<file path="config.mk">
export PLATFORM = sky130hd
export DESIGN_NAME = lsb_first_bit_packer_top
export DESIGN_NICKNAME = d
export VERILOG_FILES = /design/src/rtl/lbp_pkg.sv /design/src/rtl/lbp_front.sv /design/src/rtl/lbp_queue.sv /design/src/rtl/lbp_back.sv /design/src/rtl/lsb_first_bit_packer_top.sv
export SDC_FILE = /design/constraint.sdc
export NUM_CORES = 1
export LEC_CHECK = 0
export BUFFER_PORTS_ARGS = -buffer_cell sky130_fd_sc_hd__clkbuf_2
export CORE_MARGIN = 8
export CORE_UTILIZATION = 30
export CTS_CLUSTER_DIAMETER = 60
export DETAILED_ROUTE_END_ITERATION = 7
export SYNTH_ARGS = -nofsm -noshare
export SYNTH_HDL_FRONTEND = slang
export SYNTH_HIERARCHICAL = 1
export SYNTH_SLANG_ARGS = --single-unit
</file>
<file path="constraint.sdc">
create_clock -name clk_i -period 11.9 [get_ports clk_i]
set_clock_uncertainty 0.2 [all_clocks]
set_input_delay 1.19 -clock clk_i [delete_from_list [all_inputs] [get_ports clk_i]]
set_output_delay 1.19 -clock clk_i [all_outputs]
set_load 0.05 [all_outputs]
</file>
<file path="src/rtl/lbp_pkg.sv">
// ----------------------------------------------------------------------------
// lbp_pkg
// Shared types and constants of the lsb-first bit packer: code and byte
// widths, the packed job that travels from the front to the back, and the
// depth of the job queue between them.
// ----------------------------------------------------------------------------
package lbp_pkg;

  localparam int unsigned VALUE_W       = 64;
  localparam int unsigned MAX_CODE_BITS = 64;
  localparam int unsigned COUNT_BITS    = 32;
  localparam int unsigned TOTAL_W       = 32;
  localparam int unsigned BYTE_BITS     = 8;
  localparam int unsigned NCOUNT_W      = 7;
  localparam int unsigned PEND_W        = BYTE_BITS - 1;
  localparam int unsigned PCNT_W        = $clog2(BYTE_BITS);
  localparam int unsigned DATA_W        = VALUE_W + BYTE_BITS;
  localparam int unsigned NBYTES_W      = $clog2(DATA_W / BYTE_BITS + 1);
  localparam int unsigned OBITS_W       = 4;
  localparam int unsigned SHIFT_W       = NBYTES_W + PCNT_W;
  localparam int unsigned QUEUE_DEPTH   = 2;
  localparam int unsigned QUEUE_AW      = (QUEUE_DEPTH > 1) ? $clog2(QUEUE_DEPTH) : 1;
  localparam int unsigned QUEUE_CW      = $clog2(QUEUE_DEPTH + 1);

  typedef struct packed {
    logic [DATA_W-1:0]   data;
    logic [NBYTES_W-1:0] nbytes;
    logic [OBITS_W-1:0]  last_bits;
    logic [TOTAL_W-1:0]  total;
  } job_t;

  typedef struct packed {
    logic valid;
    job_t job;
  } job_beat_t;

endpackage

</file>
<file path="src/rtl/lbp_front.sv">
// ----------------------------------------------------------------------------
// lbp_front
// Accepts codes, merges them with the waiting bits, updates the saturating
// bit counter and hands one job per byte-producing code to the queue.
// ----------------------------------------------------------------------------
module lbp_front (
  input  logic                            clk_i,
  input  logic                            rst_ni,
  input  logic                            push_i,
  input  logic                            q_full_i,
  input  logic [lbp_pkg::VALUE_W-1:0]     value_i,
  input  logic [lbp_pkg::NCOUNT_W-1:0]    bit_count_i,
  input  logic                            finish_i,
  output lbp_pkg::job_beat_t              job_o
);

  logic [lbp_pkg::PEND_W-1:0]     pend_bits_q, pend_bits_d;
  logic [lbp_pkg::PCNT_W-1:0]     pend_cnt_q, pend_cnt_d;
  logic [lbp_pkg::COUNT_BITS-1:0] written_q, written_d;

  logic                           accept;
  logic [lbp_pkg::NCOUNT_W-1:0]   n_c;
  logic [lbp_pkg::VALUE_W-1:0]    code_mask;
  logic [lbp_pkg::DATA_W-1:0]     merged;
  logic [lbp_pkg::DATA_W-1:0]     rest;
  logic [lbp_pkg::NCOUNT_W-1:0]   tot;
  logic [lbp_pkg::NBYTES_W-1:0]   full_bytes;
  logic [lbp_pkg::PCNT_W-1:0]     rem;
  logic                           flush;
  logic [lbp_pkg::COUNT_BITS:0]   sum;

  assign accept = push_i && !q_full_i;

  always_comb begin
    if (bit_count_i > lbp_pkg::NCOUNT_W'(lbp_pkg::MAX_CODE_BITS)) begin
      n_c = lbp_pkg::NCOUNT_W'(lbp_pkg::MAX_CODE_BITS);
    end else begin
      n_c = bit_count_i;
    end
    if (n_c >= lbp_pkg::NCOUNT_W'(lbp_pkg::VALUE_W)) begin
      code_mask = '1;
    end else begin
      code_mask = (lbp_pkg::VALUE_W'(1) << n_c) - lbp_pkg::VALUE_W'(1);
    end
    merged = (lbp_pkg::DATA_W'(value_i & code_mask) << pend_cnt_q)
           | lbp_pkg::DATA_W'(pend_bits_q);
    tot        = n_c + lbp_pkg::NCOUNT_W'(pend_cnt_q);
    full_bytes = lbp_pkg::NBYTES_W'(tot >> lbp_pkg::PCNT_W);
    rem        = tot[lbp_pkg::PCNT_W-1:0];
    flush      = finish_i && (rem != '0);
    rest       = merged >> {full_bytes, {lbp_pkg::PCNT_W{1'b0}}};

    if (finish_i) begin
      pend_bits_d = '0;
      pend_cnt_d  = '0;
    end else begin
      pend_bits_d = rest[lbp_pkg::PEND_W-1:0];
      pend_cnt_d  = rem;
    end

    sum = {1'b0, written_q} + (lbp_pkg::COUNT_BITS + 1)'(n_c);
    if (sum[lbp_pkg::COUNT_BITS]) begin
      written_d = '1;
    end else begin
      written_d = sum[lbp_pkg::COUNT_BITS-1:0];
    end

    job_o.valid         = accept && ((full_bytes != '0) || flush);
    job_o.job.data      = merged;
    job_o.job.nbytes    = full_bytes + lbp_pkg::NBYTES_W'(flush);
    job_o.job.last_bits = flush ? lbp_pkg::OBITS_W'(rem)
                                : lbp_pkg::OBITS_W'(lbp_pkg::BYTE_BITS);
    job_o.job.total     = lbp_pkg::TOTAL_W'(written_d);
  end

  always_ff @(posedge clk_i or negedge rst_ni) begin
    if (!rst_ni) begin
      pend_bits_q <= '0;
      pend_cnt_q  <= '0;
      written_q   <= '0;
    end else if (accept) begin
      pend_bits_q <= pend_bits_d;
      pend_cnt_q  <= pend_cnt_d;
      written_q   <= written_d;
    end
  end

  // waiting bits above the waiting count are always zero
  assert property (@(posedge clk_i) disable iff (!rst_ni)
    (pend_bits_q >> pend_cnt_q) == '0)
    else $error("stale bits above pending count");

  assert property (@(posedge clk_i) disable iff (!rst_ni)
    accept && finish_i |=> (pend_cnt_q == '0))
    else $error("pending bits left after flush");

endmodule

</file>
<file path="src/rtl/lbp_queue.sv">
// ----------------------------------------------------------------------------
// lbp_queue
// Short job queue between the packing front and the byte serializer.
// ----------------------------------------------------------------------------
module lbp_queue (
  input  logic               clk_i,
  input  logic               rst_ni,
  input  lbp_pkg::job_beat_t wr_i,
  output logic               full_o,
  input  logic               rd_i,
  output lbp_pkg::job_beat_t head_o
);

  lbp_pkg::job_t                mem [lbp_pkg::QUEUE_DEPTH];
  logic [lbp_pkg::QUEUE_AW-1:0] wr_ptr_q, rd_ptr_q;
  logic [lbp_pkg::QUEUE_CW-1:0] cnt_q;
  logic                         do_wr, do_rd;

  assign full_o = (cnt_q == lbp_pkg::QUEUE_CW'(lbp_pkg::QUEUE_DEPTH));
  assign do_wr  = wr_i.valid && !full_o;
  assign do_rd  = rd_i && (cnt_q != '0);

  assign head_o.valid = (cnt_q != '0);
  assign head_o.job   = mem[rd_ptr_q];

  always_ff @(posedge clk_i) begin
    if (do_wr) begin
      mem[wr_ptr_q] <= wr_i.job;
    end
  end

  always_ff @(posedge clk_i or negedge rst_ni) begin
    if (!rst_ni) begin
      wr_ptr_q <= '0;
      rd_ptr_q <= '0;
      cnt_q    <= '0;
    end else begin
      if (do_wr) begin
        wr_ptr_q <= (wr_ptr_q == lbp_pkg::QUEUE_AW'(lbp_pkg::QUEUE_DEPTH - 1))
                    ? '0 : wr_ptr_q + lbp_pkg::QUEUE_AW'(1);
      end
      if (do_rd) begin
        rd_ptr_q <= (rd_ptr_q == lbp_pkg::QUEUE_AW'(lbp_pkg::QUEUE_DEPTH - 1))
                    ? '0 : rd_ptr_q + lbp_pkg::QUEUE_AW'(1);
      end
      cnt_q <= cnt_q + lbp_pkg::QUEUE_CW'(do_wr) - lbp_pkg::QUEUE_CW'(do_rd);
    end
  end

  assert property (@(posedge clk_i) disable iff (!rst_ni)
    cnt_q <= lbp_pkg::QUEUE_CW'(lbp_pkg::QUEUE_DEPTH))
    else $error("queue count overflow");

endmodule

</file>
<file path="src/rtl/lbp_back.sv">
// ----------------------------------------------------------------------------
// lbp_back
// Walks the bytes of the job at the queue head into the result register,
// one per cycle while the result register is empty or being popped.
// ----------------------------------------------------------------------------
module lbp_back (
  input  logic                           clk_i,
  input  logic                           rst_ni,
  input  lbp_pkg::job_beat_t             head_i,
  output logic                           q_rd_o,
  input  logic                           pop,
  output logic                           empty,
  output logic [lbp_pkg::BYTE_BITS-1:0]  out_byte_o,
  output logic [lbp_pkg::OBITS_W-1:0]    out_bits_o,
  output logic                           run_last_o,
  output logic [lbp_pkg::TOTAL_W-1:0]    total_bits_o
);

  logic [lbp_pkg::NBYTES_W-1:0] idx_q;
  logic                         out_v_q;
  logic                         advance;
  logic                         is_last;

  assign advance = head_i.valid && (!out_v_q || pop);
  assign is_last = (idx_q == head_i.job.nbytes - lbp_pkg::NBYTES_W'(1));
  assign q_rd_o  = advance && is_last;
  assign empty   = !out_v_q;

  always_ff @(posedge clk_i or negedge rst_ni) begin
    if (!rst_ni) begin
      idx_q   <= '0;
      out_v_q <= 1'b0;
    end else begin
      if (advance) begin
        out_v_q <= 1'b1;
        idx_q   <= is_last ? '0 : idx_q + lbp_pkg::NBYTES_W'(1);
      end else if (pop) begin
        out_v_q <= 1'b0;
      end
    end
  end

  always_ff @(posedge clk_i) begin
    if (advance) begin
      out_byte_o   <= head_i.job.data[{idx_q, {lbp_pkg::PCNT_W{1'b0}}} +: lbp_pkg::BYTE_BITS];
      out_bits_o   <= is_last ? head_i.job.last_bits
                              : lbp_pkg::OBITS_W'(lbp_pkg::BYTE_BITS);
      run_last_o   <= is_last;
      total_bits_o <= head_i.job.total;
    end
  end

  assert property (@(posedge clk_i) disable iff (!rst_ni)
    head_i.valid |-> (idx_q < head_i.job.nbytes))
    else $error("byte index past end of job");

  assert property (@(posedge clk_i) disable iff (!rst_ni)
    !head_i.valid |-> (idx_q == '0))
    else $error("byte index not cleared between jobs");

endmodule

</file>
<file path="src/rtl/lsb_first_bit_packer_top.sv">
// path: the job of an input beat is written into the job queue, and its bytes
// then pass one per cycle into the result register while it is free or popped
// throughput: one input beat per cycle while the job queue has room; the
// byte serializer emits one byte per cycle while the receiver keeps popping
// reset: asynchronous, active low; clears waiting bits, bit counter, job
// queue and the valid flag of the result register
// ----------------------------------------------------------------------------
// lsb_first_bit_packer_top
// Packs variable-width codes lsb first into bytes, with optional zero-padded
// flush of the partial byte and a saturating count of bits written.
// ----------------------------------------------------------------------------
module lsb_first_bit_packer_top (
  input  logic                           clk_i,
  input  logic                           rst_ni,
  input  logic                           push,
  output logic                           full,
  input  logic [lbp_pkg::VALUE_W-1:0]    value_i,
  input  logic [lbp_pkg::NCOUNT_W-1:0]   bit_count_i,
  input  logic                           finish_i,
  output logic                           empty,
  input  logic                           pop,
  output logic [lbp_pkg::BYTE_BITS-1:0]  out_byte_o,
  output logic [lbp_pkg::OBITS_W-1:0]    out_bits_o,
  output logic                           run_last_o,
  output logic [lbp_pkg::TOTAL_W-1:0]    total_bits_o
);

  lbp_pkg::job_beat_t wr_job;
  lbp_pkg::job_beat_t head_job;
  logic               q_rd;

  lbp_front u_front (
    .clk_i       (clk_i),
    .rst_ni      (rst_ni),
    .push_i      (push),
    .q_full_i    (full),
    .value_i     (value_i),
    .bit_count_i (bit_count_i),
    .finish_i    (finish_i),
    .job_o       (wr_job)
  );

  lbp_queue u_queue (
    .clk_i  (clk_i),
    .rst_ni (rst_ni),
    .wr_i   (wr_job),
    .full_o (full),
    .rd_i   (q_rd),
    .head_o (head_job)
  );

  lbp_back u_back (
    .clk_i        (clk_i),
    .rst_ni       (rst_ni),
    .head_i       (head_job),
    .q_rd_o       (q_rd),
    .pop          (pop),
    .empty        (empty),
    .out_byte_o   (out_byte_o),
    .out_bits_o   (out_bits_o),
    .run_last_o   (run_last_o),
    .total_bits_o (total_bits_o)
  );

endmodule

</file>
### Yosys cells after proc, flatten, opt, wreduce, memory -nomap -nowiden

Memory sizes are Yosys's and may differ from the RTL's.
Index checks and enable logic that the tools add are counted.
W data, S select, Z words.

| storage, ports and cells | value |
|---|---|
| register bits | 96 |
| bits in writable memories | 224 |
| input bits | 76 |
| output and inout port bits | 47 |
| logic and storage cells | 61 |
| memories kept | 1 |

| operators by class | value |
|---|---|
| $add $sub $neg | 10 |
| order comparisons | 2 |
| equal/unequal tests | 2 |
| shift-type cells | 4 |
| muxes and demuxes | 13 |
| bitwise gates (word level) | 2 |
| reduce and logical (&&, ||, !) cells | 15 |

Memories:

| name | depth | bits a word | rd ports | clocked after Yosys merged registers in | wr ports | RTL line | RTL |
|---|---|---|---|---|---|---|---|
| u_queue.mem | 2 | 112 | 1 | 0 | 1 | lbp_queue.sv:14 | `lbp_pkg::job_t mem [lbp_pkg::QUEUE_DEPTH];` |

Operators by type and width:

| kind | count |
|---|---|
| $or A72 B7 Y72 | 1 |
| $shiftx A72 B8 Y8 | 1 |
| $shl A72 B3 Y72 | 1 |
| $shr A72 B7 Y7 | 1 |
| $and A64 B64 Y64 | 1 |
| $mux W64 | 1 |
| $shl A1 B7 Y64 const A | 1 |
| $sub A64 B2 Y64 const B | 1 |
| $add A32 B7 Y33 | 1 |
| $mux W32 | 1 |
| $mux W7 | 2 |
| $mux W4 | 2 |
| $add A7 B3 Y7 | 1 |
| $ge A7 B7 Y1 const B | 1 |
| $gt A7 B7 Y1 const B | 1 |
| $logic_and A1 B1 Y1 | 7 |
| $mux W1 | 6 |
| $add A4 B1 Y4 | 1 |
| $add A4 B1 Y4 const B | 1 |
| $eq A4 B4 Y1 | 1 |
| $reduce_bool A2 Y1 | 2 |
| $reduce_bool A4 Y1 | 1 |
| $sub A4 B1 Y4 const B | 1 |
| $mux W3 | 1 |
| other kinds (7) | 10 |

### Logic depth before layout (Yosys ltp)

Gate-level depths: netlist (run 1).

| depth | value |
|---|---|
| depth in word-level cells | 10 |
| depth in mapped cells | 22 |
| depth with buffers taken out | 18 |

### By module

Netlist (run 1), hierarchy kept.

Modules (own cells, without submodules):

| module | instances | cells an instance | area each (sq um) |
|---|---|---|---|
| lbp_front | 1 | 1286 | 8893.5 |
| lbp_queue | 1 | 367 | 8575.7 |
| lbp_back | 1 | 154 | 2367.3 |

### Least setup slack after synthesis (run 1)

OpenSTA, ideal clock, no wires.

| timing path | value |
|---|---|
| kind | input-to-reg |
| start | in bit_count_i[6] in the netlist's numbering |
| end | mem u_queue/mem[0][0] in the netlist's numbering (enable) |
| data arrival time | 8.564 ns |
| data required time | 11.116 ns |
| path slack | 2.552 ns |
| stages | 18 |
| path through | buf_2 > clkbuf_1 > buf_4 > buf_2 > buf_1 > nor2_1 > ha_1 > inv_1 > fa_1 > nor2b_1 > o21ai_1 > xor2_1 > or2_1 > inv_1 > nor2_1 > a41oi_1 > nand2_1 > nor2_1 |

RTL lines:

| element | RTL line | RTL |
|---|---|---|
| start, declared | lsb_first_bit_packer_top.sv:18 | `input logic [lbp_pkg::NCOUNT_W-1:0] bit_count_i,` |
| end, declared | lbp_queue.sv:14 |  |

==> impl_results.html, run 1 <==
<table>
<tr><th>Metric</th><th>Value</th></tr>
<tr><th colspan="2">Global routing</th></tr>
<tr><td>Antenna violations before repair</td><td>1</td></tr>
<tr><td>Global-route total usage across every layer</td><td>between 10% and 20%</td></tr>
<tr><td>Residual overflow from global routing</td><td>0</td></tr>
<tr><td>Pin count of the biggest net entering global routing</td><td>slightly below 80</td></tr>
<tr><td>Vias in the first global route</td><td>between 15000 and 20000</td></tr>
<tr><td>First-pass GRT wire length</td><td>between 90 and 100 mm</td></tr>
<tr><th colspan="2">STA</th></tr>
<tr><td>Actual transition at the worst max-transition pin</td><td>1.140 ns</td></tr>
<tr><td>Slew headroom</td><td>approximately 24%</td></tr>
<tr><td>Max-slew violation count</td><td>0</td></tr>
<tr><td>Worst setup slack after layout</td><td>5.327 ns</td></tr>
<tr><td>Number of hold-slack violations in the final timing report</td><td>0</td></tr>
<tr><td>Worst Hold Margin</td><td>around 0.29 ns</td></tr>
<tr><td>Final-layout setup total negative slack</td><td>0 ns</td></tr>
<tr><td>F_max</td><td>~150 MHz</td></tr>
<tr><td>Total setup violations reported at the end of the flow</td><td>0</td></tr>
<tr><td>Fin crit share</td><td>about 55%</td></tr>
<tr><td>RSZ-0062 raised after global routing</td><td>no</td></tr>
<tr><td>Min Tclk post-route</td><td>6.573 ns</td></tr>
<tr><th colspan="2">Clocking</th></tr>
<tr><td>Max Buffers Root-to-Sink</td><td>3</td></tr>
<tr><td>Count of cells resized by post-cts repair</td><td>0</td></tr>
<tr><td>CTS tree</td><td>built</td></tr>
<tr><td># H-tree levels</td><td>1</td></tr>
<tr><td>Setup repair bufs after CTS</td><td>0</td></tr>
<tr><td>Quantity of hold-fixing buffers added after cts</td><td>0</td></tr>
<tr><td>Inserted Clock Buffers</td><td>31</td></tr>
<tr><td>Latest clock arrival within the worst-skew pair</td><td>0.57 ns</td></tr>
<tr><td>Clock-pin transition on the worst setup and hold timing paths</td><td>0.06 ns</td></tr>
<tr><td>Number of clock sinks seen by CTS</td><td>between 300 and 400</td></tr>
<tr><td>Root Driver</td><td>sky130_fd_sc_hd__clkbuf_16</td></tr>
<tr><th colspan="2">Route</th></tr>
<tr><td>Number of violations reported at the end of detailed-routing iteration 0</td><td>about 1200</td></tr>
<tr><td>Residual DRC count</td><td>0</td></tr>
<tr><td>Total length of routed wires</td><td>around 64 mm</td></tr>
<tr><td>Vias</td><td>between 15000 and 20000</td></tr>
<tr><td>First-pass iteration count of the detailed router</td><td>5</td></tr>
<tr><td>Number of vias per cell</td><td>~5.7</td></tr>
<tr><td>Per-cell routed wire length</td><td>23.38 µm</td></tr>
<tr><td>Post-DRT Antenna Nets</td><td>0</td></tr>
<tr><th colspan="2">Synth</th></tr>
<tr><td>Proportion of synthesized flip-flops having asynchronous set or reset</td><td>15.94%</td></tr>
<tr><td>Post-Syn Instances</td><td>about 1800</td></tr>
<tr><td>Total nets after synthesis</td><td>between 1500 and 2000</td></tr>
<tr><td>Post-synthesis sequential element count</td><td>320</td></tr>
<tr><td>Mapped Avg Cell Area</td><td>10.98 µm²</td></tr>
<tr><td>Count of flip-flops with a built-in enable after synthesis</td><td>269</td></tr>
<tr><td>Number of warnings issued by yosys</td><td>6</td></tr>
<tr><td>Post-synthesis sequential area ratio</td><td>47.16%</td></tr>
<tr><td>Leading register cell type out of synthesis</td><td>sky130_fd_sc_hd__edfxtp_1</td></tr>
<tr><td>Number of distinct standard cells referenced by the synthesized netlist</td><td>between 100 and 150</td></tr>
<tr><td>Area of the mapped netlist</td><td>between 15000 and 20000 µm²</td></tr>
<tr><th colspan="2">Floorplanning</th></tr>
<tr><td>Die area</td><td>around 75000 µm²</td></tr>
<tr><td>Die W</td><td>about 270 µm</td></tr>
<tr><td>Die span in y</td><td>roughly 270 µm</td></tr>
<tr><td>Core Area</td><td>~66000 µm²</td></tr>
<tr><td>Ports</td><td>123</td></tr>
<tr><td>Initial core utilization</td><td>30.23%</td></tr>
<tr><td>Site Rows</td><td>94</td></tr>
<tr><th colspan="2">Setup path</th></tr>
<tr><td>Arrival @ worst endpoint</td><td>6.57 ns</td></tr>
<tr><td>CP Launch Type</td><td>primary input</td></tr>
<tr><td>Slowest CP cell</td><td>sky130_fd_sc_hd__buf_4</td></tr>
<tr><td>Max incr delay on CP</td><td>about 0.7 ns</td></tr>
<tr><td>CP Cell Sequence</td><td>clkbuf_2 -&gt; buf_4 -&gt; inv_1 -&gt; nor2_1 -&gt; ha_1 -&gt; inv_1 -&gt; fa_1 -&gt; nor2b_1 -&gt; o21ai_1 -&gt; xor2_1 -&gt; or2_1 -&gt; inv_1 -&gt; nor2_1 -&gt; a41oi_1 -&gt; nand2_1 -&gt; nor2_4 -&gt; buf_4 -&gt; buf_4</td></tr>
<tr><td>Required time worst endpoint</td><td>11.89 ns</td></tr>
<tr><td>Kind of critical path</td><td>primary input to flip-flop</td></tr>
<tr><td>Maximum fanout encountered on the critical timing path</td><td>61</td></tr>
<tr><td>Critical Path Sink Type</td><td>flip-flop</td></tr>
<tr><th colspan="2">Layout</th></tr>
<tr><td>Most used cells in the layout excluding fill and tap cells</td><td>sky130_fd_sc_hd__edfxtp_1, sky130_fd_sc_hd__nand2_1, sky130_fd_sc_hd__clkbuf_2, sky130_fd_sc_hd__nor2_1, sky130_fd_sc_hd__mux2_2</td></tr>
<tr><td>Commonest non-fill, non-tap cell in the layout</td><td>sky130_fd_sc_hd__edfxtp_1</td></tr>
<tr><td>Fraction of layout instances using a drive strength above 1</td><td>between 20 and 25%</td></tr>
<tr><td>Number of nets in the layout</td><td>approximately 2000</td></tr>
<tr><td>Number of antenna diodes</td><td>0</td></tr>
<tr><td>Area overhead of the layout relative to synthesis</td><td>12.32%</td></tr>
<tr><th colspan="2">Placed design</th></tr>
<tr><td>Final HPWL DP</td><td>47.84 mm</td></tr>
<tr><td>Port bufs</td><td>about 120</td></tr>
<tr><td>Worst slack after detailed placement</td><td>roughly 4.7 ns</td></tr>
<tr><td>Placer congestion estimate</td><td>roughly 0.99</td></tr>
<tr><th colspan="2">Pwr</th></tr>
<tr><td>Sw Share</td><td>around 40%</td></tr>
<tr><td>Leakage power</td><td>between 8 and 9 nW</td></tr>
<tr><td>Net switching power of the design</td><td>about 2.3 mW</td></tr>
<tr><td>Relative contribution of sequential cells to total power</td><td>34.6%</td></tr>
<tr><td>Cell Pwr Density</td><td>256.7 nW/µm²</td></tr>
<tr><td>Combinational fraction of design power</td><td>between 40% and 50%</td></tr>
<tr><td>Clock network power share</td><td>about 19%</td></tr>
<tr><td>Int Power</td><td>between 3 and 4 mW</td></tr>
<tr><td>Worst voltage drop across the vdd grid</td><td>between 0.1 and 0.15 mV</td></tr>
<tr><th colspan="2">Hold path</th></tr>
<tr><td>Class of the most critical hold timing path</td><td>flip-flop to flip-flop</td></tr>
<tr><th colspan="2">Run status</th></tr>
<tr><td>Outcome</td><td>finished clean</td></tr>
<tr><th colspan="2">Run</th></tr>
<tr><td>Max Cap Viol</td><td>0</td></tr>
</table>
==> logic make-up after synthesis <==
group	synth area share, %
AO/OA/AOI/OAI	17.00
XOR/XNOR	1.962
adder cells (fa/ha/maj)	1.274
buffers and inverters	4.194
flip-flops	47.16
multiplexers	13.38
other	0.01890
AND/OR/NAND/NOR	15.02
==> Yosys cell counts (10+ instances only) <==
master / instances / share of area, %
sky130_fd_sc_hd__a211oi_1: 16 / 0.61
sky130_fd_sc_hd__a21o_1: 28 / 1.1
sky130_fd_sc_hd__a21oi_1: 57 / 1.4
sky130_fd_sc_hd__a31oi_1: 55 / 1.7
sky130_fd_sc_hd__and2_1: 22 / 0.69
sky130_fd_sc_hd__and3_1: 21 / 0.66
sky130_fd_sc_hd__buf_2: 32 / 0.81
sky130_fd_sc_hd__buf_6: 14 / 0.79
sky130_fd_sc_hd__clkbuf_1: 77 / 1.5
sky130_fd_sc_hd__dfrtp_1: 51 / 6.4
sky130_fd_sc_hd__edfxtp_1: 269 / 41
sky130_fd_sc_hd__ha_1: 17 / 1.1
sky130_fd_sc_hd__inv_1: 27 / 0.51
sky130_fd_sc_hd__mux2_2: 83 / 4.7
sky130_fd_sc_hd__mux2_4: 70 / 5.3
sky130_fd_sc_hd__mux2i_1: 39 / 2.0
sky130_fd_sc_hd__mux4_2: 10 / 1.1
sky130_fd_sc_hd__nand2_1: 172 / 3.3
sky130_fd_sc_hd__nand2b_1: 19 / 0.60
sky130_fd_sc_hd__nand3_1: 58 / 1.5
sky130_fd_sc_hd__nand4_1: 18 / 0.57
sky130_fd_sc_hd__nor2_1: 104 / 2.0
sky130_fd_sc_hd__nor2b_1: 15 / 0.47
sky130_fd_sc_hd__nor3_1: 35 / 0.88
sky130_fd_sc_hd__nor4_1: 16 / 0.50
sky130_fd_sc_hd__o211ai_1: 16 / 0.61
sky130_fd_sc_hd__o21a_1: 15 / 0.57
sky130_fd_sc_hd__o21ai_0: 80 / 2.0
sky130_fd_sc_hd__o21ai_1: 11 / 0.28
sky130_fd_sc_hd__o221ai_1: 21 / 0.93
sky130_fd_sc_hd__o22ai_1: 16 / 0.50
sky130_fd_sc_hd__o31ai_1: 19 / 0.72
sky130_fd_sc_hd__or3_1: 12 / 0.38
sky130_fd_sc_hd__xnor2_1: 29 / 1.3
sky130_fd_sc_hd__xor2_1: 11 / 0.49
==> final timing paths <==
check	from	end	slack (ns)	cells past startpoint
min	u_queue/cnt_q[1]	u_queue/cnt_q[1]	0.29	1
max reg2reg	u_front/pend_cnt_q[0]	u_queue/mem[0][43]	5.89	14
max in group asynchronous	rst_ni	u_queue/rd_ptr_q	10.40	2
max	bit_count_i[0]	u_queue/mem[0][43]	5.33	18
min reg2reg	u_queue/cnt_q[1]	u_queue/cnt_q[1]	0.29	1
min in group asynchronous	rst_ni	u_front/written_q[5]	0.56	2
==> worst max-delay path: cells and delay by family <==
family | cells | cell delay, ns
xor+xnor | 1 | 0.21
simple gates | 6 | 1.69
compound gates | 2 | 0.50
buf+inv | 7 | 2.24
fa+ha+maj | 2 | 0.65
==> through the flow <==
stage | power (mW) | area, µm² | instances | util [%]
6_report | 5.720 | 22280 | 2745 | 33.95
5_1_grt | 5.985 | 22280 | 2745 | 33.95
4_1_cts | 5.734 | 22280 | 2745 | 33.95
3_5_place_dp | 4.619 | 21100 | 2687 | 32.15
3_3_place_gp | 4.567 | 21100 | 2687 | 32.15
2_1_floorplan | 3.886 | 19840 | 1807 | -
==> final cells by class <==
type	instances	area [µm²]
clock inverter	18	320.3
clock buffer	40	859.6
fill	6603	43350
sequential	320	9361
tap	864	1081
timing repair buffer	156	865.8
inverter	32	120.1
multi-input combinational	1315	9672
==> power groups by stage <==
stage          sequential [mW]  combinational [mW]  clock (mW)
6_report                  1.98                2.63        1.10
5_1_grt                   2.02                2.80        1.16
4_1_cts                   1.99                2.62        1.13
3_5_place_dp              2.01                2.61           0
3_3_place_gp              1.99                2.57           0
2_1_floorplan             2.17                1.72           0
==> registers in the layout, indices dropped and copies added (netlist names), 3 cells and up <==
name	count
u_back/idx_q	4
u_back/out_bits_o	4
u_back/out_byte_o	8
u_back/total_bits_o	32
u_front/pend_bits_q	7
u_front/pend_cnt_q	3
u_front/written_q	32
u_queue/mem	224
==> routing by layer <==
layer	share of wire [%]	global-route usage, %
met1	44	22.07
met4	3.9	6.328
met5	0	0
met3	6.2	1.940
met2	46	26.76
Note: power is estimated with default switching activity, not from simulation.
==> inputs of run 2 (changes only) <==
- clock period: 11.9 -> 6.8 ns (I/O delays scaled with it)
==> run 2 against run 1 <==
Register-to-register slack got worse by 3.9 ns. Power increased by 70%. Critical path depth is 4 lower. Non-clock buffer count increased by 5. Via count increased by 0.12%. Global-route usage rose by 0.11 points. Worst hold slack got worse by 0.24 ns. Critical endpoint is now u_queue/mem[0][55]. Largest cell class unchanged.
==> impl_results.html, run 2 (synthesized netlist as in run 1, its figures left out) <==
<table>
<tr><th>Metric</th><th>Value</th></tr>
<tr><th colspan="2">Run status</th></tr>
<tr><td>Outcome</td><td>finished clean (unchanged)</td></tr>
<tr><th colspan="2">Global routing</th></tr>
<tr><td>Global-route total usage across every layer</td><td>16.50% (was 16.39%)</td></tr>
<tr><td>Residual overflow from global routing</td><td>0 (unchanged)</td></tr>
<tr><td>Pin count of the biggest net entering global routing</td><td>78 (was 79)</td></tr>
<tr><td>Vias in the first global route</td><td>14990 (was 15100)</td></tr>
<tr><td>First-pass GRT wire length</td><td>96.21 mm (was 95.79 mm)</td></tr>
<tr><td>Antenna violations before repair</td><td>1 (unchanged)</td></tr>
<tr><th colspan="2">Hold path</th></tr>
<tr><td>Class of the most critical hold timing path</td><td>primary input to asynchronous set/reset pin (was flip-flop to flip-flop)</td></tr>
<tr><th colspan="2">Layout</th></tr>
<tr><td>Most used cells in the layout excluding fill and tap cells</td><td>sky130_fd_sc_hd__edfxtp_1, sky130_fd_sc_hd__nand2_1, sky130_fd_sc_hd__clkbuf_2, sky130_fd_sc_hd__nor2_1, sky130_fd_sc_hd__mux2_2 (unchanged)</td></tr>
<tr><td>Commonest non-fill, non-tap cell in the layout</td><td>sky130_fd_sc_hd__edfxtp_1 (unchanged)</td></tr>
<tr><td>Layout fillers</td><td>6602 (was 6603)</td></tr>
<tr><td>Number of antenna diodes</td><td>0 (unchanged)</td></tr>
<tr><td>Largest registers ranked by flip-flop count</td><td>u_queue/mem x224, u_back/total_bits_o x32, u_front/written_q x32 (unchanged)</td></tr>
<tr><td>Area overhead of the layout relative to synthesis</td><td>11.76% (was 12.32%)</td></tr>
<tr><td>Number of nets in the layout</td><td>1955 (was 1951)</td></tr>
<tr><td>Fraction of layout instances using a drive strength above 1</td><td>22.88% (was 22.70%)</td></tr>
<tr><td>Number of flip-flops in the largest register</td><td>224 (unchanged)</td></tr>
<tr><td>Largest register by flop count</td><td>u_queue/mem (unchanged)</td></tr>
<tr><th colspan="2">STA</th></tr>
<tr><td>Number of hold-slack violations in the final timing report</td><td>0 (unchanged)</td></tr>
<tr><td>Total setup violations reported at the end of the flow</td><td>0 (unchanged)</td></tr>
<tr><td>Final-layout setup total negative slack</td><td>0 ns (unchanged)</td></tr>
<tr><td>F_max</td><td>209.2 MHz</td></tr>
<tr><td>RSZ-0062 raised after global routing</td><td>no (unchanged)</td></tr>
<tr><td>Min Tclk post-route</td><td>4.780 ns</td></tr>
<tr><td>Actual transition at the worst max-transition pin</td><td>1.100 ns (was 1.140 ns)</td></tr>
<tr><td>Slew headroom</td><td>25.66% (was 24.03%)</td></tr>
<tr><td>Worst Hold Margin</td><td>0.04229 ns (was 0.2862 ns)</td></tr>
<tr><td>Max-slew violation count</td><td>0 (unchanged)</td></tr>
<tr><td>Fin crit share</td><td>70.30%</td></tr>
<tr><td>Worst setup slack after layout</td><td>2.020 ns (was 5.327 ns)</td></tr>
<tr><th colspan="2">Clocking</th></tr>
<tr><td>Root Driver</td><td>sky130_fd_sc_hd__clkbuf_16 (unchanged)</td></tr>
<tr><td>Count of cells resized by post-cts repair</td><td>0 (unchanged)</td></tr>
<tr><td>Clock-pin transition on the worst setup and hold timing paths</td><td>0.07 ns (was 0.06 ns)</td></tr>
<tr><td># H-tree levels</td><td>1 (unchanged)</td></tr>
<tr><td>Latest clock arrival within the worst-skew pair</td><td>0.58 ns (was 0.57 ns)</td></tr>
<tr><td>Number of clock sinks seen by CTS</td><td>320 (unchanged)</td></tr>
<tr><td>Inserted Clock Buffers</td><td>30 (was 31)</td></tr>
<tr><td>Quantity of hold-fixing buffers added after cts</td><td>0 (unchanged)</td></tr>
<tr><td>Setup repair bufs after CTS</td><td>0 (unchanged)</td></tr>
<tr><td>CTS tree</td><td>built (unchanged)</td></tr>
<tr><td>Max Buffers Root-to-Sink</td><td>3 (unchanged)</td></tr>
<tr><th colspan="2">Route</th></tr>
<tr><td>Vias</td><td>15570 (was 15550)</td></tr>
<tr><td>Number of violations reported at the end of detailed-routing iteration 0</td><td>1582 (was 1235)</td></tr>
<tr><td>Total length of routed wires</td><td>64.44 mm (was 64.18 mm)</td></tr>
<tr><td>First-pass iteration count of the detailed router</td><td>6 (was 5)</td></tr>
<tr><td>Residual DRC count</td><td>0 (unchanged)</td></tr>
<tr><td>Post-DRT Antenna Nets</td><td>0 (unchanged)</td></tr>
<tr><td>Number of vias per cell</td><td>5.665 (about the same)</td></tr>
<tr><td>Per-cell routed wire length</td><td>23.45 µm (was 23.38 µm)</td></tr>
<tr><th colspan="2">Floorplanning</th></tr>
<tr><td>Die span in y</td><td>273.1 µm (unchanged)</td></tr>
<tr><td>Initial core utilization</td><td>30.23% (unchanged)</td></tr>
<tr><td>Die W</td><td>273.1 µm (unchanged)</td></tr>
<tr><td>Site Rows</td><td>94 (unchanged)</td></tr>
<tr><td>Ports</td><td>123 (unchanged)</td></tr>
<tr><td>Core Area</td><td>65630 µm² (unchanged)</td></tr>
<tr><td>Die area</td><td>74610 µm² (unchanged)</td></tr>
<tr><th colspan="2">Setup path</th></tr>
<tr><td>Required time worst endpoint</td><td>6.78 ns (was 11.89 ns)</td></tr>
<tr><td>CP Launch Type</td><td>flip-flop (was primary input)</td></tr>
<tr><td>Kind of critical path</td><td>flip-flop to flip-flop (was primary input to flip-flop)</td></tr>
<tr><td>Maximum fanout encountered on the critical timing path</td><td>65 (was 61)</td></tr>
<tr><td>Arrival @ worst endpoint</td><td>4.76 ns (was 6.57 ns)</td></tr>
<tr><td>First element of the critical path</td><td>u_front/pend_cnt_q[0] (was bit_count_i[0])</td></tr>
<tr><td>Source of the worst register-to-register timing path</td><td>u_front/pend_cnt_q[0] (unchanged)</td></tr>
<tr><td>Critical Path Sink Type</td><td>flip-flop (unchanged)</td></tr>
<tr><th colspan="2">Pwr</th></tr>
<tr><td>Combinational fraction of design power</td><td>47.5% (was 46.0%)</td></tr>
<tr><td>Leakage power</td><td>8.168 nW (was 8.233 nW)</td></tr>
<tr><td>Cell Pwr Density</td><td>439.6 nW/µm² (was 256.7 nW/µm²)</td></tr>
<tr><td>Final Power</td><td>9.745 mW (was 5.720 mW)</td></tr>
<tr><td>Relative contribution of sequential cells to total power</td><td>35.4% (was 34.6%)</td></tr>
<tr><td>Net switching power of the design</td><td>4.071 mW (was 2.307 mW)</td></tr>
<tr><td>Int Power</td><td>5.674 mW (was 3.413 mW)</td></tr>
<tr><td>Sw Share</td><td>41.78% (was 40.33%)</td></tr>
<tr><td>Worst voltage drop across the vdd grid</td><td>0.2169 mV (was 0.1285 mV)</td></tr>
<tr><td>Clock network power share</td><td>17.1% (was 19.3%)</td></tr>
<tr><th colspan="2">Placed design</th></tr>
<tr><td>Port bufs</td><td>122 (unchanged)</td></tr>
<tr><td>Final HPWL DP</td><td>48.56 mm (was 47.84 mm)</td></tr>
<tr><td>Worst slack after detailed placement</td><td>1.541 ns (was 4.739 ns)</td></tr>
<tr><td>Placer congestion estimate</td><td>0.9997 (was 0.9895)</td></tr>
<tr><th colspan="2">Run</th></tr>
<tr><td>Max Cap Viol</td><td>0 (unchanged)</td></tr>
</table>
==> run 2: final timing paths <==
path | depth (start not counted) | slack (ns) | endpoint
max | 14 | 2.02 | u_queue/mem[0][55]
min | 2 | 0.04 | u_front/written_q[0]
max reg2reg | 14 | 2.02 | u_queue/mem[0][55]
min reg2reg | 1 | 0.31 | u_queue/cnt_q[1]
max in group asynchronous | 2 | 5.82 | u_queue/rd_ptr_q
min in group clk_i | 3 | 0.23 | u_back/out_v_q
==> run 2: final cells by class <==
class                      instances  area [µm²]  area share, %
clock buffer                      36       793.3          3.578
clock inverter                    20       212.7         0.9595
inverter                          32       120.1         0.5418
timing repair buffer             161       928.4          4.188
tap                              864        1081          4.876
sequential                       320        9361          42.23
multi-input combinational       1315        9672          43.63
==> run 2: critical path: stages, from the launching register on <==
cell and delay, ns:
sky130_fd_sc_hd__dfrtp_2 0.74, sky130_fd_sc_hd__ha_1 0.27, sky130_fd_sc_hd__inv_1 0.06, sky130_fd_sc_hd__fa_1 0.40
sky130_fd_sc_hd__nor2b_1 0.12, sky130_fd_sc_hd__o21ai_1 0.13, sky130_fd_sc_hd__xor2_1 0.22, sky130_fd_sc_hd__or2_1 0.40
sky130_fd_sc_hd__inv_1 0.10, sky130_fd_sc_hd__buf_4 0.19, sky130_fd_sc_hd__nor2_1 0.15, sky130_fd_sc_hd__a41oi_1 0.30
sky130_fd_sc_hd__nand2_1 0.19, sky130_fd_sc_hd__nor2_4 0.12, sky130_fd_sc_hd__buf_4 0.70
==> run 2: power by group through the flow <==
stage	registers, mW	logic [mW]	clock network, mW
after floorplan	3.77	3.01	0
after global placement	3.47	4.55	0
after detailed placement	3.50	4.59	0
after CTS	3.46	4.61	1.72
after global routing	3.51	4.93	1.79
final	3.45	4.63	1.67
==> run 2: per-stage QoR <==
stage | std cells | utilization (%) | area (µm²)
detailed placement | 2692 | 32.25 | 21160
global route | 2748 | 33.78 | 22170
global placement | 2692 | 32.25 | 21160
CTS | 2748 | 33.78 | 22170
floorplan | 1807 | - | 19840
finish | 2748 | 33.78 | 22170
==> run 2: per-layer routing <==
layer,up-vias,wire length (µm),GRT usage [%]
met5,-,0,0
met2,691,29880,26.97
met3,120,3649,1.836
met1,7650,28370,22.25
li1,7107,-,-
met4,0,2542,6.398
==> inputs of run 3 (changes only) <==
- clock period: 6.8 -> 4.6 ns (I/O delays scaled with it)
==> run 3 against run 2 <==
Combinational power up 54%. Critical path depth down 2. Global-route usage up 0.74 points. Worst hold slack better by 0.019 ns. Cell area up 2.0%. Worst setup slack worse by 1.3 ns.
==> impl_results.html, run 3 (synthesized netlist as in run 1, its figures left out) <==
<table>
<tr><th>Metric</th><th>Value</th></tr>
<tr><th colspan="2">Run status</th></tr>
<tr><td>Outcome</td><td>finished clean (unchanged)</td></tr>
<tr><th colspan="2">Global routing</th></tr>
<tr><td>Pin count of the biggest net entering global routing</td><td>83 (was 78)</td></tr>
<tr><td>Vias in the first global route</td><td>15510 (was 14990)</td></tr>
<tr><td>Global-route total usage across every layer</td><td>17.24% (was 16.50%)</td></tr>
<tr><td>First-pass GRT wire length</td><td>100.2 mm (was 96.21 mm)</td></tr>
<tr><td>Antenna violations before repair</td><td>1 (unchanged)</td></tr>
<tr><td>Residual overflow from global routing</td><td>0 (unchanged)</td></tr>
<tr><th colspan="2">STA</th></tr>
<tr><td>F_max</td><td>roughly 260 MHz</td></tr>
<tr><td>Worst setup slack after layout</td><td>0.7571 ns (was 2.020 ns)</td></tr>
<tr><td>RSZ-0062 raised after global routing</td><td>no (unchanged)</td></tr>
<tr><td>Final-layout setup total negative slack</td><td>0 ns (unchanged)</td></tr>
<tr><td>Min Tclk post-route</td><td>roughly 3.8 ns</td></tr>
<tr><td>Max-slew violation count</td><td>0 (unchanged)</td></tr>
<tr><td>Total setup violations reported at the end of the flow</td><td>0 (unchanged)</td></tr>
<tr><td>Number of hold-slack violations in the final timing report</td><td>0 (unchanged)</td></tr>
<tr><td>Actual transition at the worst max-transition pin</td><td>1.051 ns (was 1.100 ns)</td></tr>
<tr><td>Fin crit share</td><td>approximately 84%</td></tr>
<tr><td>Slew headroom</td><td>29.18% (was 25.66%)</td></tr>
<tr><td>Worst Hold Margin</td><td>0.06164 ns (was 0.04229 ns)</td></tr>
<tr><th colspan="2">Route</th></tr>
<tr><td>Number of vias per cell</td><td>5.634 (was 5.665)</td></tr>
<tr><td>Residual DRC count</td><td>0 (unchanged)</td></tr>
<tr><td>Per-cell routed wire length</td><td>24.06 µm (was 23.45 µm)</td></tr>
<tr><td>Number of violations reported at the end of detailed-routing iteration 0</td><td>1532 (was 1582)</td></tr>
<tr><td>Vias</td><td>15720 (was 15570)</td></tr>
<tr><td>First-pass iteration count of the detailed router</td><td>5 (was 6)</td></tr>
<tr><td>Total length of routed wires</td><td>67.14 mm (was 64.44 mm)</td></tr>
<tr><td>Post-DRT Antenna Nets</td><td>0 (unchanged)</td></tr>
<tr><th colspan="2">Clocking</th></tr>
<tr><td>Clock-pin transition on the worst setup and hold timing paths</td><td>0.07 ns (about the same)</td></tr>
<tr><td>Max Buffers Root-to-Sink</td><td>3 (unchanged)</td></tr>
<tr><td>Count of cells resized by post-cts repair</td><td>0 (unchanged)</td></tr>
<tr><td>Setup repair bufs after CTS</td><td>0 (unchanged)</td></tr>
<tr><td>Number of clock sinks seen by CTS</td><td>320 (unchanged)</td></tr>
<tr><td>CTS tree</td><td>built (unchanged)</td></tr>
<tr><td># H-tree levels</td><td>1 (unchanged)</td></tr>
<tr><td>Inserted Clock Buffers</td><td>29 (was 30)</td></tr>
<tr><td>Root Driver</td><td>sky130_fd_sc_hd__clkbuf_16 (unchanged)</td></tr>
<tr><td>Latest clock arrival within the worst-skew pair</td><td>0.57 ns (was 0.58 ns)</td></tr>
<tr><th colspan="2">Placed design</th></tr>
<tr><td>Inst Count DP</td><td>2735 (was 2692)</td></tr>
<tr><td>Dpl cell area</td><td>21650 µm² (was 21160 µm²)</td></tr>
<tr><td>Worst slack after detailed placement</td><td>0.2550 ns (was 1.541 ns)</td></tr>
<tr><td>Final HPWL DP</td><td>50.98 mm (was 48.56 mm)</td></tr>
<tr><td>Placer congestion estimate</td><td>1.069 (was 0.9997)</td></tr>
<tr><td>Port bufs</td><td>122 (unchanged)</td></tr>
<tr><th colspan="2">Setup path</th></tr>
<tr><td>Arrival @ worst endpoint</td><td>4.11 ns (was 4.76 ns)</td></tr>
<tr><td>Maximum fanout encountered on the critical timing path</td><td>58 (was 65)</td></tr>
<tr><td>Kind of critical path</td><td>primary input to flip-flop (was flip-flop to flip-flop)</td></tr>
<tr><td>Critical Path Sink Type</td><td>flip-flop (unchanged)</td></tr>
<tr><td>CP Launch Type</td><td>primary input (was flip-flop)</td></tr>
<tr><td>Required time worst endpoint</td><td>4.87 ns (was 6.78 ns)</td></tr>
<tr><th colspan="2">Pwr</th></tr>
<tr><td>Final Power</td><td>14.58 mW (was 9.745 mW)</td></tr>
<tr><td>Leakage power</td><td>8.401 nW (was 8.168 nW)</td></tr>
<tr><td>Cell Pwr Density</td><td>645.1 nW/µm² (was 439.6 nW/µm²)</td></tr>
<tr><td>Worst voltage drop across the vdd grid</td><td>0.4078 mV (was 0.2169 mV)</td></tr>
<tr><th colspan="2">Layout</th></tr>
<tr><td>Number of flip-flops in the largest register</td><td>224 (unchanged)</td></tr>
<tr><td>Largest register by flop count</td><td>u_queue/mem (unchanged)</td></tr>
<tr><td>Most used cells in the layout excluding fill and tap cells</td><td>sky130_fd_sc_hd__edfxtp_1, sky130_fd_sc_hd__nand2_1, sky130_fd_sc_hd__clkbuf_2, sky130_fd_sc_hd__nor2_1, sky130_fd_sc_hd__mux2_2 (unchanged)</td></tr>
<tr><td>Largest registers ranked by flip-flop count</td><td>u_queue/mem x224, u_back/total_bits_o x32, u_front/written_q x32 (unchanged)</td></tr>
<tr><td>Fraction of layout instances using a drive strength above 1</td><td>24.51% (was 22.88%)</td></tr>
<tr><td>Number of antenna diodes</td><td>0 (unchanged)</td></tr>
<tr><td>Sequential cell area</td><td>9361 µm² (unchanged)</td></tr>
<tr><td>Area taken by multi-input logic gates</td><td>9712 µm² (was 9672 µm²)</td></tr>
<tr><td>Commonest non-fill, non-tap cell in the layout</td><td>sky130_fd_sc_hd__edfxtp_1 (unchanged)</td></tr>
<tr><td>Number of nets in the layout</td><td>1998 (was 1955)</td></tr>
<tr><td>Area overhead of the layout relative to synthesis</td><td>13.96% (was 11.76%)</td></tr>
<tr><td>Layout Cells excl Fill</td><td>2790 (was 2748)</td></tr>
<tr><td>Final Cell Area</td><td>22610 µm² (was 22170 µm²)</td></tr>
<tr><td>Final Util</td><td>34.44% (was 33.78%)</td></tr>
<tr><td>Layout fillers</td><td>6654 (was 6602)</td></tr>
<tr><th colspan="2">Floorplanning</th></tr>
<tr><td>Die area</td><td>74610 µm² (unchanged)</td></tr>
<tr><td>Site Rows</td><td>94 (unchanged)</td></tr>
<tr><td>Die span in y</td><td>273.1 µm (unchanged)</td></tr>
<tr><td>Ports</td><td>123 (unchanged)</td></tr>
<tr><td>Core Area</td><td>65630 µm² (unchanged)</td></tr>
<tr><td>Die W</td><td>273.1 µm (unchanged)</td></tr>
<tr><td>Initial core utilization</td><td>30.23% (unchanged)</td></tr>
<tr><th colspan="2">Hold path</th></tr>
<tr><td>Class of the most critical hold timing path</td><td>primary input to flip-flop (was primary input to asynchronous set/reset pin)</td></tr>
<tr><th colspan="2">Run</th></tr>
<tr><td>Max Cap Viol</td><td>0 (unchanged)</td></tr>
</table>
## run 3: cell types whose count changed in the layout (fill, tap and decap cells not counted), moves of 2 or more
cell / change
sky130_fd_sc_hd__clkinv_2: +3
sky130_fd_sc_hd__clkbuf_1: +6
sky130_fd_sc_hd__clkinvlp_4: -3
sky130_fd_sc_hd__inv_6: -3
sky130_fd_sc_hd__clkinv_4: -6
sky130_fd_sc_hd__bufinv_16: +2
sky130_fd_sc_hd__buf_12: +10
sky130_fd_sc_hd__clkinv_1: +2
sky130_fd_sc_hd__nor2_4: +2
sky130_fd_sc_hd__buf_4: +33
sky130_fd_sc_hd__inv_2: +2
sky130_fd_sc_hd__inv_1: -2
sky130_fd_sc_hd__nor2_1: -2
## run 3: worst paths after layout
| kind | from | endpoint | slack, ns | cells after the start |
|---|---|---|---|---|
| min reg2reg | u_queue/cnt_q[1] | u_queue/cnt_q[1] | 0.29 | 1 |
| max | bit_count_i[6] | u_front/pend_bits_q[0] | 0.76 | 12 |
| min in group asynchronous | rst_ni | u_front/written_q[31] | 0.27 | 2 |
| max in group asynchronous | rst_ni | u_front/pend_cnt_q[1] | 3.00 | 3 |
| max reg2reg | u_front/pend_cnt_q[0] | u_queue/mem[1][77] | 0.95 | 12 |
| min | pop | u_back/out_v_q | 0.06 | 3 |
## run 3: area by class of cell
type                       count  share of cell area [%]
sequential                   320                   41.41
timing repair buffer         205                   6.133
multi-input combinational   1315                   42.96
clock buffer                  40                   3.437
tap                          864                   4.782
inverter                      32                  0.5314
clock inverter                14                  0.7417
## run 3: where the power goes
group	total, mW	switching [mW]	internal (mW)
combinational	7.13	4.55	2.58
sequential	5.05	0.424	4.63
clock	2.40	1.04	1.36
## run 3: worst max-delay path, stage by stage
cell,delay [ns]
sky130_fd_sc_hd__clkbuf_2,0.18
sky130_fd_sc_hd__buf_12,0.22
sky130_fd_sc_hd__or4_1,0.73
sky130_fd_sc_hd__o21ai_2,0.41
sky130_fd_sc_hd__buf_4,0.24
sky130_fd_sc_hd__o41a_1,0.21
sky130_fd_sc_hd__a31oi_1,0.19
sky130_fd_sc_hd__mux2_2,0.35
sky130_fd_sc_hd__o21ai_0,0.15
sky130_fd_sc_hd__o2bb2ai_1,0.18
sky130_fd_sc_hd__or4_1,0.56
sky130_fd_sc_hd__a31oi_1,0.17
## run 3: metal layers
layer / global-route usage (%) / part of all wire, %
met1: 22.90 / 44
met2: 28.30 / 47
met3: 2.203 / 5.6
met4: 6.872 / 4.1
met5: 0 / 0
## run 3: what timing repair did
item                                    in CTS  in global routing
endpoints found under the hold margin       23                  0
hold buffers                                 1                  0
endpoints found under the setup margin       0                  0
